<file path="config.mk">
export PLATFORM = sky130hd
export DESIGN_NAME = thermostat_mode_sequencer
export DESIGN_NICKNAME = d
export VERILOG_FILES = /design/src/design/tms_pkg.sv /design/src/design/thermostat_mode_sequencer.sv /design/src/design/tms_ctrl.sv /design/src/design/tms_datapath.sv
export SDC_FILE = /design/constraint.sdc
export NUM_CORES = 1
export LEC_CHECK = 0
export ABC_AREA = 1
export ABC_CLOCK_PERIOD_IN_PS = 3100
export BUFFER_PORTS_ARGS = -buffer_cell sky130_fd_sc_hd__buf_2
export CORE_MARGIN = 5
export CORE_UTILIZATION = 45
export CTS_BUF_LIST = sky130_fd_sc_hd__clkbuf_16
export DETAILED_ROUTE_END_ITERATION = 10
export GPL_TIMING_DRIVEN = 0
export SLEW_MARGIN = 15
export SYNTH_ARGS = -nofsm -noshare
export SYNTH_HDL_FRONTEND = slang
export SYNTH_SLANG_ARGS = --single-unit
</file>
<file path="constraint.sdc">
create_clock -name clk -period 3.1 [get_ports clk]
set_input_delay 0 -clock clk [delete_from_list [all_inputs] [get_ports clk]]
set_output_delay 0 -clock clk [all_outputs]
set_load 0.01 [all_outputs]
</file>
<file path="src/design/tms_pkg.sv">
// ----------------------------------------------------------------------------
// tms_pkg
// Shared types and constants of the thermostat mode sequencer.
// ----------------------------------------------------------------------------
package tms_pkg;

	localparam int MAX_SLOTS  = 8;
	localparam int SLOT_IDX_W = 3;
	localparam int SLOT_CNT_W = 4;
	localparam int MIN_W      = 11;
	localparam int TEMP_W     = 9;
	localparam int TICK_W     = 32;
	localparam int IN_DATA_W  = 120;
	localparam int OUT_DATA_W = 40;
	localparam int CFG_W      = 32;
	localparam int CFG_IDX_W  = 2;

	// configuration register indexes
	localparam logic [CFG_IDX_W-1:0] CFG_SLOT_COUNT  = 2'd0;
	localparam logic [CFG_IDX_W-1:0] CFG_MANUAL_TEMP = 2'd1;
	localparam logic [CFG_IDX_W-1:0] CFG_BOOST_TICKS = 2'd2;

	localparam logic [SLOT_CNT_W-1:0] SLOT_COUNT_RST  = 4'd0;
	localparam logic [TEMP_W-1:0]     MANUAL_TEMP_RST = 9'd200;
	localparam logic [TICK_W-1:0]     BOOST_TICKS_RST = 32'd300000;

	// thermostat states
	localparam logic [2:0] ST_INIT      = 3'd0;
	localparam logic [2:0] ST_DATETIME  = 3'd1;
	localparam logic [2:0] ST_SCHEDULE  = 3'd2;
	localparam logic [2:0] ST_NOTINST   = 3'd3;
	localparam logic [2:0] ST_ADAPT     = 3'd4;
	localparam logic [2:0] ST_ADAPTFAIL = 3'd5;
	localparam logic [2:0] ST_RUNNING   = 3'd6;
	localparam logic [2:0] ST_FACTORY   = 3'd7;

	// item kinds
	localparam logic [2:0] ACT_TICK    = 3'd0;
	localparam logic [2:0] ACT_STORAGE = 3'd1;
	localparam logic [2:0] ACT_USER    = 3'd2;
	localparam logic [2:0] ACT_MAINT   = 3'd3;
	localparam logic [2:0] ACT_LOAD    = 3'd4;

	// event codes
	localparam logic [2:0] EV_LOAD_END    = 3'd0;
	localparam logic [2:0] EV_RESET_END   = 3'd1;
	localparam logic [2:0] EV_DT_DONE     = 3'd0;
	localparam logic [2:0] EV_SCHED_DONE  = 3'd1;
	localparam logic [2:0] EV_INSTALL     = 3'd2;
	localparam logic [2:0] EV_ADAPT_RETRY = 3'd3;
	localparam logic [2:0] EV_FACTORY     = 3'd4;
	localparam logic [2:0] EV_MAINT_OK    = 3'd0;
	localparam logic [2:0] EV_MAINT_FAIL  = 3'd1;

	// heating modes
	localparam logic [1:0] HM_SCHEDULE = 2'd0;
	localparam logic [1:0] HM_FIXED    = 2'd1;
	localparam logic [1:0] HM_RAPID    = 2'd2;

	// adaptation result writes
	localparam logic [1:0] AR_NONE = 2'd0;
	localparam logic [1:0] AR_OK   = 2'd1;
	localparam logic [1:0] AR_FAIL = 2'd2;

	localparam logic [TEMP_W-1:0] TEMP_DEFAULT = 9'd200;
	localparam logic [TEMP_W-1:0] TEMP_BOOST   = 9'd300;
	localparam logic [MIN_W-1:0]  NO_SLOT      = 11'd2047;

	typedef struct packed {
		logic [2:0]            pad;
		logic [TEMP_W-1:0]     slot_temp;
		logic [MIN_W-1:0]      slot_end_minutes;
		logic [MIN_W-1:0]      slot_start_minutes;
		logic [SLOT_IDX_W-1:0] slot_index;
		logic                  override_active;
		logic [TICK_W-1:0]     boost_start;
		logic [1:0]            prior_mode;
		logic [1:0]            heat_mode;
		logic [TICK_W-1:0]     now_tick;
		logic [MIN_W-1:0]      day_minutes;
		logic [2:0]            event_code;
	} in_data_t;

	typedef struct packed {
		logic [5:0]        pad;
		logic              request_system_reset;
		logic              request_config_reset;
		logic              start_adapt;
		logic              notify_init_done;
		logic [1:0]        adapt_result_write;
		logic              clear_override;
		logic              slot_update;
		logic [MIN_W-1:0]  end_minutes_out;
		logic              target_valid;
		logic [TEMP_W-1:0] setpoint;
		logic [1:0]        mode_out;
		logic [2:0]        fsm_state_out;
	} out_data_t;

	typedef struct packed {
		logic load;
		logic eval;
		logic step;
		logic emit;
	} cmd_t;

	typedef struct packed {
		logic scan_busy;
		logic out_free;
	} sts_t;

endpackage

</file>
<file path="src/design/thermostat_mode_sequencer.sv">
// ----------------------------------------------------------------------------
// thermostat_mode_sequencer
// Radiator thermostat mode sequencer: state transitions, boost expiry,
// schedule slot lookup and target selection, one result per item.
// ----------------------------------------------------------------------------
// Every item gives exactly one result. It is loaded in idle, then passes the
// evaluate, scan and emit states; emit waits while an untaken result is held.
// For a running-state tick in auto mode, a single compare unit walks the slot
// store one entry a cycle, up to the saturated slot count (at most eight),
// until the first slot that holds the time of day. The next item is accepted
// as soon as the result is in the output register, even while it waits to be
// taken. Configuration must be written while idle; the block does not check.
module thermostat_mode_sequencer import tms_pkg::*; (
	input  logic                  clk,
	input  logic                  arst_n,
	input  logic                  s_tvalid,
	output logic                  s_tready,
	// event_code, day_minutes, now_tick, heat_mode, prior_mode, boost_start,
	// override_active, slot_index, slot_start_minutes, slot_end_minutes, slot_temp
	input  logic [IN_DATA_W-1:0]  s_tdata,
	// action
	input  logic [2:0]            s_tuser,
	output logic                  m_tvalid,
	input  logic                  m_tready,
	// fsm_state_out, mode_out, setpoint, target_valid, end_minutes_out,
	// slot_update, clear_override, adapt_result_write, notify_init_done,
	// start_adapt, request_config_reset, request_system_reset
	output logic [OUT_DATA_W-1:0] m_tdata,
	input  logic                  cfg_we,
	input  logic [CFG_IDX_W-1:0]  cfg_index,
	input  logic [CFG_W-1:0]      cfg_wdata
);

	cmd_t cmd;
	sts_t sts;

	tms_ctrl u_ctrl (
		.clk      (clk),
		.arst_n   (arst_n),
		.s_tvalid (s_tvalid),
		.s_tready (s_tready),
		.sts      (sts),
		.cmd      (cmd)
	);

	tms_datapath u_datapath (
		.clk       (clk),
		.arst_n    (arst_n),
		.cmd       (cmd),
		.sts       (sts),
		.s_tdata   (s_tdata),
		.s_tuser   (s_tuser),
		.m_tready  (m_tready),
		.m_tvalid  (m_tvalid),
		.m_tdata   (m_tdata),
		.cfg_we    (cfg_we),
		.cfg_index (cfg_index),
		.cfg_wdata (cfg_wdata)
	);

endmodule

</file>
<file path="src/design/tms_ctrl.sv">
// ----------------------------------------------------------------------------
// tms_ctrl
// Sequencing controller: takes an item, evaluates boost, walks the schedule
// slots and hands the result to the output register.
// ----------------------------------------------------------------------------
module tms_ctrl import tms_pkg::*; (
	input  logic clk,
	input  logic arst_n,
	input  logic s_tvalid,
	output logic s_tready,
	input  sts_t sts,
	output cmd_t cmd
);

	localparam logic [1:0] C_IDLE = 2'd0;
	localparam logic [1:0] C_EVAL = 2'd1;
	localparam logic [1:0] C_SCAN = 2'd2;
	localparam logic [1:0] C_EMIT = 2'd3;

	logic [1:0] state_q;
	logic [1:0] state_d;

	always_comb begin
		state_d  = state_q;
		cmd      = '0;
		s_tready = 1'b0;
		case (state_q)
			C_IDLE: begin
				s_tready = 1'b1;
				if (s_tvalid) begin
					cmd.load = 1'b1;
					state_d  = C_EVAL;
				end
			end
			C_EVAL: begin
				cmd.eval = 1'b1;
				state_d  = C_SCAN;
			end
			C_SCAN: begin
				if (sts.scan_busy) begin
					cmd.step = 1'b1;
				end else begin
					state_d = C_EMIT;
				end
			end
			C_EMIT: begin
				if (sts.out_free) begin
					cmd.emit = 1'b1;
					state_d  = C_IDLE;
				end
			end
			default: begin
				state_d = C_IDLE;
			end
		endcase
	end

	always_ff @(posedge clk or negedge arst_n) begin
		if (!arst_n) begin
			state_q <= C_IDLE;
		end else begin
			state_q <= state_d;
		end
	end

endmodule

</file>
<file path="src/design/tms_datapath.sv">
// ----------------------------------------------------------------------------
// tms_datapath
// Item registers, schedule slot store, slot compare unit, thermostat state,
// configuration registers and the output register.
// ----------------------------------------------------------------------------
module tms_datapath import tms_pkg::*; (
	input  logic                  clk,
	input  logic                  arst_n,
	input  cmd_t                  cmd,
	output sts_t                  sts,
	input  logic [IN_DATA_W-1:0]  s_tdata,
	input  logic [2:0]            s_tuser,
	input  logic                  m_tready,
	output logic                  m_tvalid,
	output logic [OUT_DATA_W-1:0] m_tdata,
	input  logic                  cfg_we,
	input  logic [CFG_IDX_W-1:0]  cfg_index,
	input  logic [CFG_W-1:0]      cfg_wdata
);

	in_data_t in_d;
	assign in_d = in_data_t'(s_tdata);

	// configuration
	logic [SLOT_CNT_W-1:0] slot_count_q;
	logic [TEMP_W-1:0]     manual_temp_q;
	logic [TICK_W-1:0]     boost_ticks_q;

	always_ff @(posedge clk or negedge arst_n) begin
		if (!arst_n) begin
			slot_count_q  <= SLOT_COUNT_RST;
			manual_temp_q <= MANUAL_TEMP_RST;
			boost_ticks_q <= BOOST_TICKS_RST;
		end else if (cfg_we) begin
			case (cfg_index)
				CFG_SLOT_COUNT:  slot_count_q  <= cfg_wdata[SLOT_CNT_W-1:0];
				CFG_MANUAL_TEMP: manual_temp_q <= cfg_wdata[TEMP_W-1:0];
				CFG_BOOST_TICKS: boost_ticks_q <= cfg_wdata[TICK_W-1:0];
				default: begin
				end
			endcase
		end
	end

	// item registers
	logic [2:0]        action_q;
	logic [2:0]        code_q;
	logic [MIN_W-1:0]  mins_q;
	logic [TICK_W-1:0] now_q;
	logic [1:0]        mode_q;
	logic [1:0]        prior_q;
	logic [TICK_W-1:0] bstart_q;
	logic              ovr_q;

	always_ff @(posedge clk) begin
		if (cmd.load) begin
			action_q <= s_tuser;
			code_q   <= in_d.event_code;
			mins_q   <= in_d.day_minutes;
			now_q    <= in_d.now_tick;
			mode_q   <= in_d.heat_mode;
			prior_q  <= in_d.prior_mode;
			bstart_q <= in_d.boost_start;
			ovr_q    <= in_d.override_active;
		end
	end

	// schedule slot store
	logic [MIN_W-1:0]  slot_starts [MAX_SLOTS];
	logic [MIN_W-1:0]  slot_ends   [MAX_SLOTS];
	logic [TEMP_W-1:0] slot_temps  [MAX_SLOTS];

	always_ff @(posedge clk) begin
		if (cmd.load && s_tuser == ACT_LOAD &&
		    SLOT_CNT_W'(in_d.slot_index) < SLOT_CNT_W'(MAX_SLOTS)) begin
			slot_starts[in_d.slot_index] <= in_d.slot_start_minutes;
			slot_ends[in_d.slot_index]   <= in_d.slot_end_minutes;
			slot_temps[in_d.slot_index]  <= in_d.slot_temp;
		end
	end

	// thermostat state
	logic [2:0]       fsm_q;
	logic [MIN_W-1:0] last_slot_end_q;

	// boost check and scan setup
	logic                  running_q;
	logic [1:0]            mode_eff_q;
	logic [SLOT_CNT_W-1:0] slot_n_q;
	logic [SLOT_CNT_W-1:0] idx_q;
	logic                  hit_q;
	logic [TEMP_W-1:0]     tgt_q;
	logic [MIN_W-1:0]      endm_q;
	logic [TICK_W-1:0]     elapsed;
	logic                  running_tick;
	logic                  auto_run;
	logic [MIN_W-1:0]      cur_start;
	logic [MIN_W-1:0]      cur_end;
	logic                  slot_match;

	assign elapsed      = now_q - bstart_q;
	assign running_tick = (action_q == ACT_TICK) && (fsm_q == ST_RUNNING);
	assign auto_run     = running_q && (mode_eff_q == HM_SCHEDULE);
	assign cur_start    = slot_starts[idx_q[SLOT_IDX_W-1:0]];
	assign cur_end      = slot_ends[idx_q[SLOT_IDX_W-1:0]];
	assign slot_match   = (mins_q >= cur_start) && (mins_q < cur_end);

	always_ff @(posedge clk) begin
		if (cmd.eval) begin
			running_q <= running_tick;
			if (running_tick && mode_q == HM_RAPID && elapsed >= boost_ticks_q) begin
				mode_eff_q <= prior_q;
			end else begin
				mode_eff_q <= mode_q;
			end
			slot_n_q <= (slot_count_q > SLOT_CNT_W'(MAX_SLOTS)) ?
			            SLOT_CNT_W'(MAX_SLOTS) : slot_count_q;
			idx_q    <= '0;
			hit_q    <= 1'b0;
		end else if (cmd.step) begin
			idx_q <= idx_q + SLOT_CNT_W'(1);
			if (slot_match) begin
				hit_q  <= 1'b1;
				tgt_q  <= slot_temps[idx_q[SLOT_IDX_W-1:0]];
				endm_q <= cur_end;
			end
		end
	end

	assign sts.scan_busy = auto_run && !hit_q && (idx_q < slot_n_q);

	// result assembly
	logic [2:0]  nxt;
	logic        sys_rst;
	out_data_t   res;
	logic        out_valid_q;
	out_data_t   out_q;

	always_comb begin
		nxt     = fsm_q;
		sys_rst = 1'b0;
		case (fsm_q)
			ST_INIT: begin
				if (action_q == ACT_STORAGE && code_q == EV_LOAD_END) nxt = ST_DATETIME;
			end
			ST_DATETIME: begin
				if (action_q == ACT_USER && code_q == EV_DT_DONE) nxt = ST_SCHEDULE;
			end
			ST_SCHEDULE: begin
				if (action_q == ACT_USER && code_q == EV_SCHED_DONE) nxt = ST_NOTINST;
			end
			ST_NOTINST: begin
				if (action_q == ACT_USER && code_q == EV_INSTALL) nxt = ST_ADAPT;
			end
			ST_ADAPT: begin
				if (action_q == ACT_MAINT && code_q == EV_MAINT_OK) nxt = ST_RUNNING;
				else if (action_q == ACT_MAINT && code_q == EV_MAINT_FAIL) nxt = ST_ADAPTFAIL;
			end
			ST_ADAPTFAIL: begin
				if (action_q == ACT_USER && code_q == EV_ADAPT_RETRY) nxt = ST_NOTINST;
			end
			ST_RUNNING: begin
				if (action_q == ACT_USER && code_q == EV_FACTORY) nxt = ST_FACTORY;
			end
			ST_FACTORY: begin
				if (action_q == ACT_STORAGE && code_q == EV_RESET_END) sys_rst = 1'b1;
			end
			default: begin
				nxt = fsm_q;
			end
		endcase
	end

	always_comb begin
		res                      = '0;
		res.fsm_state_out        = nxt;
		res.mode_out             = mode_eff_q;
		res.request_system_reset = sys_rst;
		if (running_q) begin
			case (mode_eff_q)
				HM_SCHEDULE: begin
					res.setpoint        = hit_q ? tgt_q : TEMP_DEFAULT;
					res.end_minutes_out = hit_q ? endm_q : '0;
					res.target_valid    = 1'b1;
					res.slot_update     = 1'b1;
					res.clear_override  = ovr_q && (res.end_minutes_out != last_slot_end_q);
				end
				HM_FIXED: begin
					res.setpoint     = manual_temp_q;
					res.target_valid = 1'b1;
				end
				HM_RAPID: begin
					res.setpoint     = TEMP_BOOST;
					res.target_valid = 1'b1;
				end
				default: begin
				end
			endcase
		end
		if (nxt != fsm_q) begin
			res.notify_init_done     = (fsm_q == ST_INIT);
			res.start_adapt          = (nxt == ST_ADAPT);
			res.request_config_reset = (nxt == ST_FACTORY);
			case (nxt)
				ST_ADAPTFAIL: res.adapt_result_write = AR_FAIL;
				ST_RUNNING:   res.adapt_result_write = AR_OK;
				default:      res.adapt_result_write = AR_NONE;
			endcase
		end
	end

	always_ff @(posedge clk or negedge arst_n) begin
		if (!arst_n) begin
			fsm_q           <= ST_INIT;
			last_slot_end_q <= NO_SLOT;
			out_valid_q     <= 1'b0;
		end else begin
			if (cmd.emit) begin
				fsm_q       <= nxt;
				out_valid_q <= 1'b1;
				if (auto_run) begin
					last_slot_end_q <= res.end_minutes_out;
				end
			end else if (m_tready) begin
				out_valid_q <= 1'b0;
			end
		end
	end

	always_ff @(posedge clk) begin
		if (cmd.emit) begin
			out_q <= res;
		end
	end

	assign sts.out_free = !out_valid_q || m_tready;
	assign m_tvalid     = out_valid_q;
	assign m_tdata      = OUT_DATA_W'(out_q);

endmodule
</file>
==> results.ini <==
[grt]
grt_overflow_total=0
grt-busiest-layer=met2
grt_pass1_vias=15600
groute.usage.overall_pct=21.9
grt_max_degree=56
grt_pass1_wl_mm=86.8
grt_use_met1_pct=29.1
antenna_found_initial=4
grt_use_met3_pct=3.07
grtUsageMet2_pct=37.4

[sta]
fin_ws_ns=-0.0884
hold_violations=0
period_minus_slack_ns=3.19
fin_skew_ns=0.0148
grt_setup_unrepaired=yes
tightest_slew_ns=1.02
fmax_mhz=314
setup_violations=2
post-route-period-util_pct=103
relSlewSlack_pct=32.0
drv_slew=0
whs_ns=0.115

[critical_path]
critPathKind=flip-flop to flip-flop
crit_path_start_kind=flip-flop
worstPathArrival_ns=3.54
crit_fanout=4
reg2reg_from=u_datapath.now_q[0]$_DFFE_PP_
ff2ff_path_depth=23
rrSetupSlack_ns=-0.09
regToRegEndpoint=u_datapath.mode_eff_q[1]$_DFFE_PN_
worstPathRequired_ns=3.45
worstSetupEndpointType=flip-flop

[synth]
postSynth.asyncResetShare_pct=13.3
synth-seq-area-share_pct=65.2
synth_seq_cells=465
avgSynthCellArea_um2=11.1
synth_edf_count=395
synth_cell_type_count=50
synthFlopType=edfxtp_1
syn_area_um2=20900
syn_inst=1878
yosysWarningCount=0

[run_status]
status=finished, violations left
violations=negative setup slack

[floorplanning]
rows=79
fp.dieW_um=225
die_area_um2=50800
die_y_um=225
ios=204
core_um2=46300
initial_core_util_pct=45.1

[finish]
syn_to_final_growth_pct=29.9
nets=2584
drive_above_1_share_pct=21.9
fin_area_um2=27100

[drt]
routedWlPerCell_um=19.2
ant_nets=0
drc=0
routed_wl_mm=57.2
vias=15700
drt-initial-drc-count=1214
viasPerCell=5.26
dr.pass1.iters=5

[clock_network]
clkTransAtPathRegs_ns=0.06
worstSkewPairLatency_ns=0.59
clk_path_buf_depth=3
cts_max_level=2
cts_tree=yes
cts_made_buffers=50
root_buffer=clkbuf_16
cts.sinks=465

[pwr]
static-leakage-power_nw=10.8
ir_drop_mv=0.577
powerDensity_nw_per_um2=771

[worst_hold_path]
holdPathStages=2
hp-start=s_tdata[6]
min_path_type=input port to flip-flop
min_to=u_datapath.mins_q[3]$_DFFE_PP_

[place]
place_area_um2=23000
port_buffers=194
gp_congestion=0.875
dp_hpwl_mm=38.5

[run]
cap_violations=0

[metrics by stage]
| stage | setup TNS (ns) | util, % | total power, W | instances | setup WS [ns] |
|---|---|---|---|---|---|
| 3_3_place_gp | -531.49 | 48.9 | 0.0140 | 2684 | -1.96 |
| 3_5_place_dp | -46.27 | 49.6 | 0.0142 | 2695 | -0.596 |
| 4_1_cts | -0.147 | 57.5 | 0.0206 | 2961 | -0.0825 |
| 6_report | -0.172 | 58.6 | 0.0209 | 2979 | -0.0884 |
| 5_1_grt | -1.02 | 58.6 | 0.0222 | 2979 | -0.287 |
| 2_1_floorplan | 0 | - | 0.0120 | 1883 | 0.176 |
[flip-flops by register name (all words and copies together) (netlist names), 2 cells and up, named ones only]
name / count
u_datapath.now_q: 32
u_datapath.endm_q: 11
u_datapath.mins_q: 11
u_datapath.last_slot_end_q: 11
u_datapath.slot_temps: 72
u_datapath.bstart_q: 32
u_datapath.tgt_q: 9
u_datapath.prior_q: 2
u_datapath.boost_ticks_q: 32
u_datapath.m_tdata: 34
u_datapath.action_q: 3
u_datapath.code_q: 3
u_datapath.manual_temp_q: 9
u_datapath.slot_count_q: 4
u_datapath.slot_ends: 88
u_datapath.fsm_q: 3
u_datapath.mode_q: 2
u_ctrl.state_q: 2
u_datapath.mode_eff_q: 2
u_datapath.slot_n_q: 4
u_datapath.idx_q: 4
u_datapath.slot_starts: 88
[how the worst max path moves through the flow]
stage                                              from                                     end  slack, ns  cells after the start
after floorplan           u_ctrl.state_q[0]$_DFFE_PN0P_    u_datapath.slot_ends[0][0]$_DFFE_PP_       0.18                      6
after CTS                 u_datapath.now_q[0]$_DFFE_PP_      u_datapath.mode_eff_q[1]$_DFFE_PN_      -0.08                     23
after global routing      u_datapath.now_q[0]$_DFFE_PP_      u_datapath.mode_eff_q[1]$_DFFE_PN_      -0.29                     23
final                     u_datapath.now_q[0]$_DFFE_PP_      u_datapath.mode_eff_q[1]$_DFFE_PN_      -0.09                     23
after global placement    u_ctrl.state_q[0]$_DFFE_PN0P_  u_datapath.slot_starts[2][9]$_DFFE_PP_      -1.96                      6
after detailed placement                      flip-flop           u_datapath.tgt_q[7]$_DFFE_PP_      -0.60                     13
[what timing repair did]
item                                    4_1_cts  5_1_grt
resized for setup                            78      108
endpoints found under the setup margin      242      113
buffers inserted                              8       15
gates cloned                                  2        0
hold buffers                                164        0
endpoints found under the hold margin       469        0
pin swaps                                    14       40
[metal layers]
layer,wire (um),vias up
li1,-,7459
met1,24100,7564
met2,28100,527
met3,3430,107
met4,1630,2
met5,7,-
[layout by cell type, fill, tap and decap left out, types with 21 or more instances in the layout]
cell           netlist  final
inv_1              169    172
nand2_2              7     21
nand3_1             53     42
ha_1                92     78
a21oi_1             95     79
buf_2               22    207
nor2_1             275    258
o22ai_1             41     39
dfstp_2             22     22
clkbuf_16            0     50
buf_4               11     31
o21ai_1             14     23
dlygate4sd3_1        0    164
edfxtp_1           395    395
nand2_1            249    233
o21ai_0            203    191
dfrtp_1             40     40
[cell usage after synthesis (3+ instances only)]
cell type  count  area share (%)
a21o_1         5            0.18
a21oi_1       95             2.3
a31oi_1       10            0.30
buf_2         22            0.53
buf_4         11            0.40
clkbuf_1      28            0.50
dfrtp_1       40             4.8
dfstp_2       22             2.8
dfxtp_1        8            0.77
edfxtp_1     395              57
ha_1          92             5.5
inv_1        169             3.0
inv_2         18            0.32
nand2_1      249             4.5
nand2_2        7            0.21
nand3_1       53             1.3
nand4_1       14            0.42
nor2_1       275             4.9
nor3_1        14            0.34
nor4_1         5            0.15
o21a_1         3            0.11
o21ai_0      203             4.9
o21ai_1       14            0.34
o21ai_2        9            0.38
o21bai_1       3            0.11
o221ai_1      10            0.42
o22ai_1       41             1.2
xnor2_1       17            0.71
xor2_1        16            0.67
[where the power goes]
group / internal, W / switching, W
clock network: 0.00345 / 0.00247
registers: 0.00754 / 0.000266
logic: 0.00264 / 0.00454
total: 0.0136 / 0.00728
[logic make-up after synthesis]
| kind of cell | synth area share, % |
|---|---|
| flip-flops | 65.2 |
| AND/OR/NAND/NOR | 12.4 |
| AO/OA/AOI/OAI | 10.6 |
| other | 0.0180 |
| adder cells (fa/ha/maj) | 5.61 |
| XOR/XNOR | 1.38 |
| buffers and inverters | 4.87 |
[worst max-delay path, cell delays in order (launching register included)]
cell and delay [ns]:
edfxtp_1 0.39, inv_1 0.07, ha_1 0.14, inv_2 0.04, fa_2 0.34, nand2_2 0.08, nand2_2 0.06, nand3b_1 0.10
nand2_2 0.11, a21o_4 0.25, buf_4 0.14, xor2_1 0.14, ha_1 0.30, nand2_1 0.06, nor2_1 0.09, nand2_1 0.08
inv_1 0.06, nand2_1 0.05, nand2_1 0.06, nand2_2 0.06, nand3_4 0.13, nand2_1 0.07, nand2_1 0.05, nand2_1 0.05
[layout make-up]
class                   count  area, um^2
plain buffers              63         450
flip-flops and latches    465       13600
diodes                      3        7.51
well taps                 607         759
repair inverters            2        15.0
repair buffers            392        3110
multi-input cells        1166        6810
clock buffers              50        1250
clock inverters            42         379
fillers                  3717       19200
inverters                 189         723
Note: power is estimated with default switching activity, not from simulation.
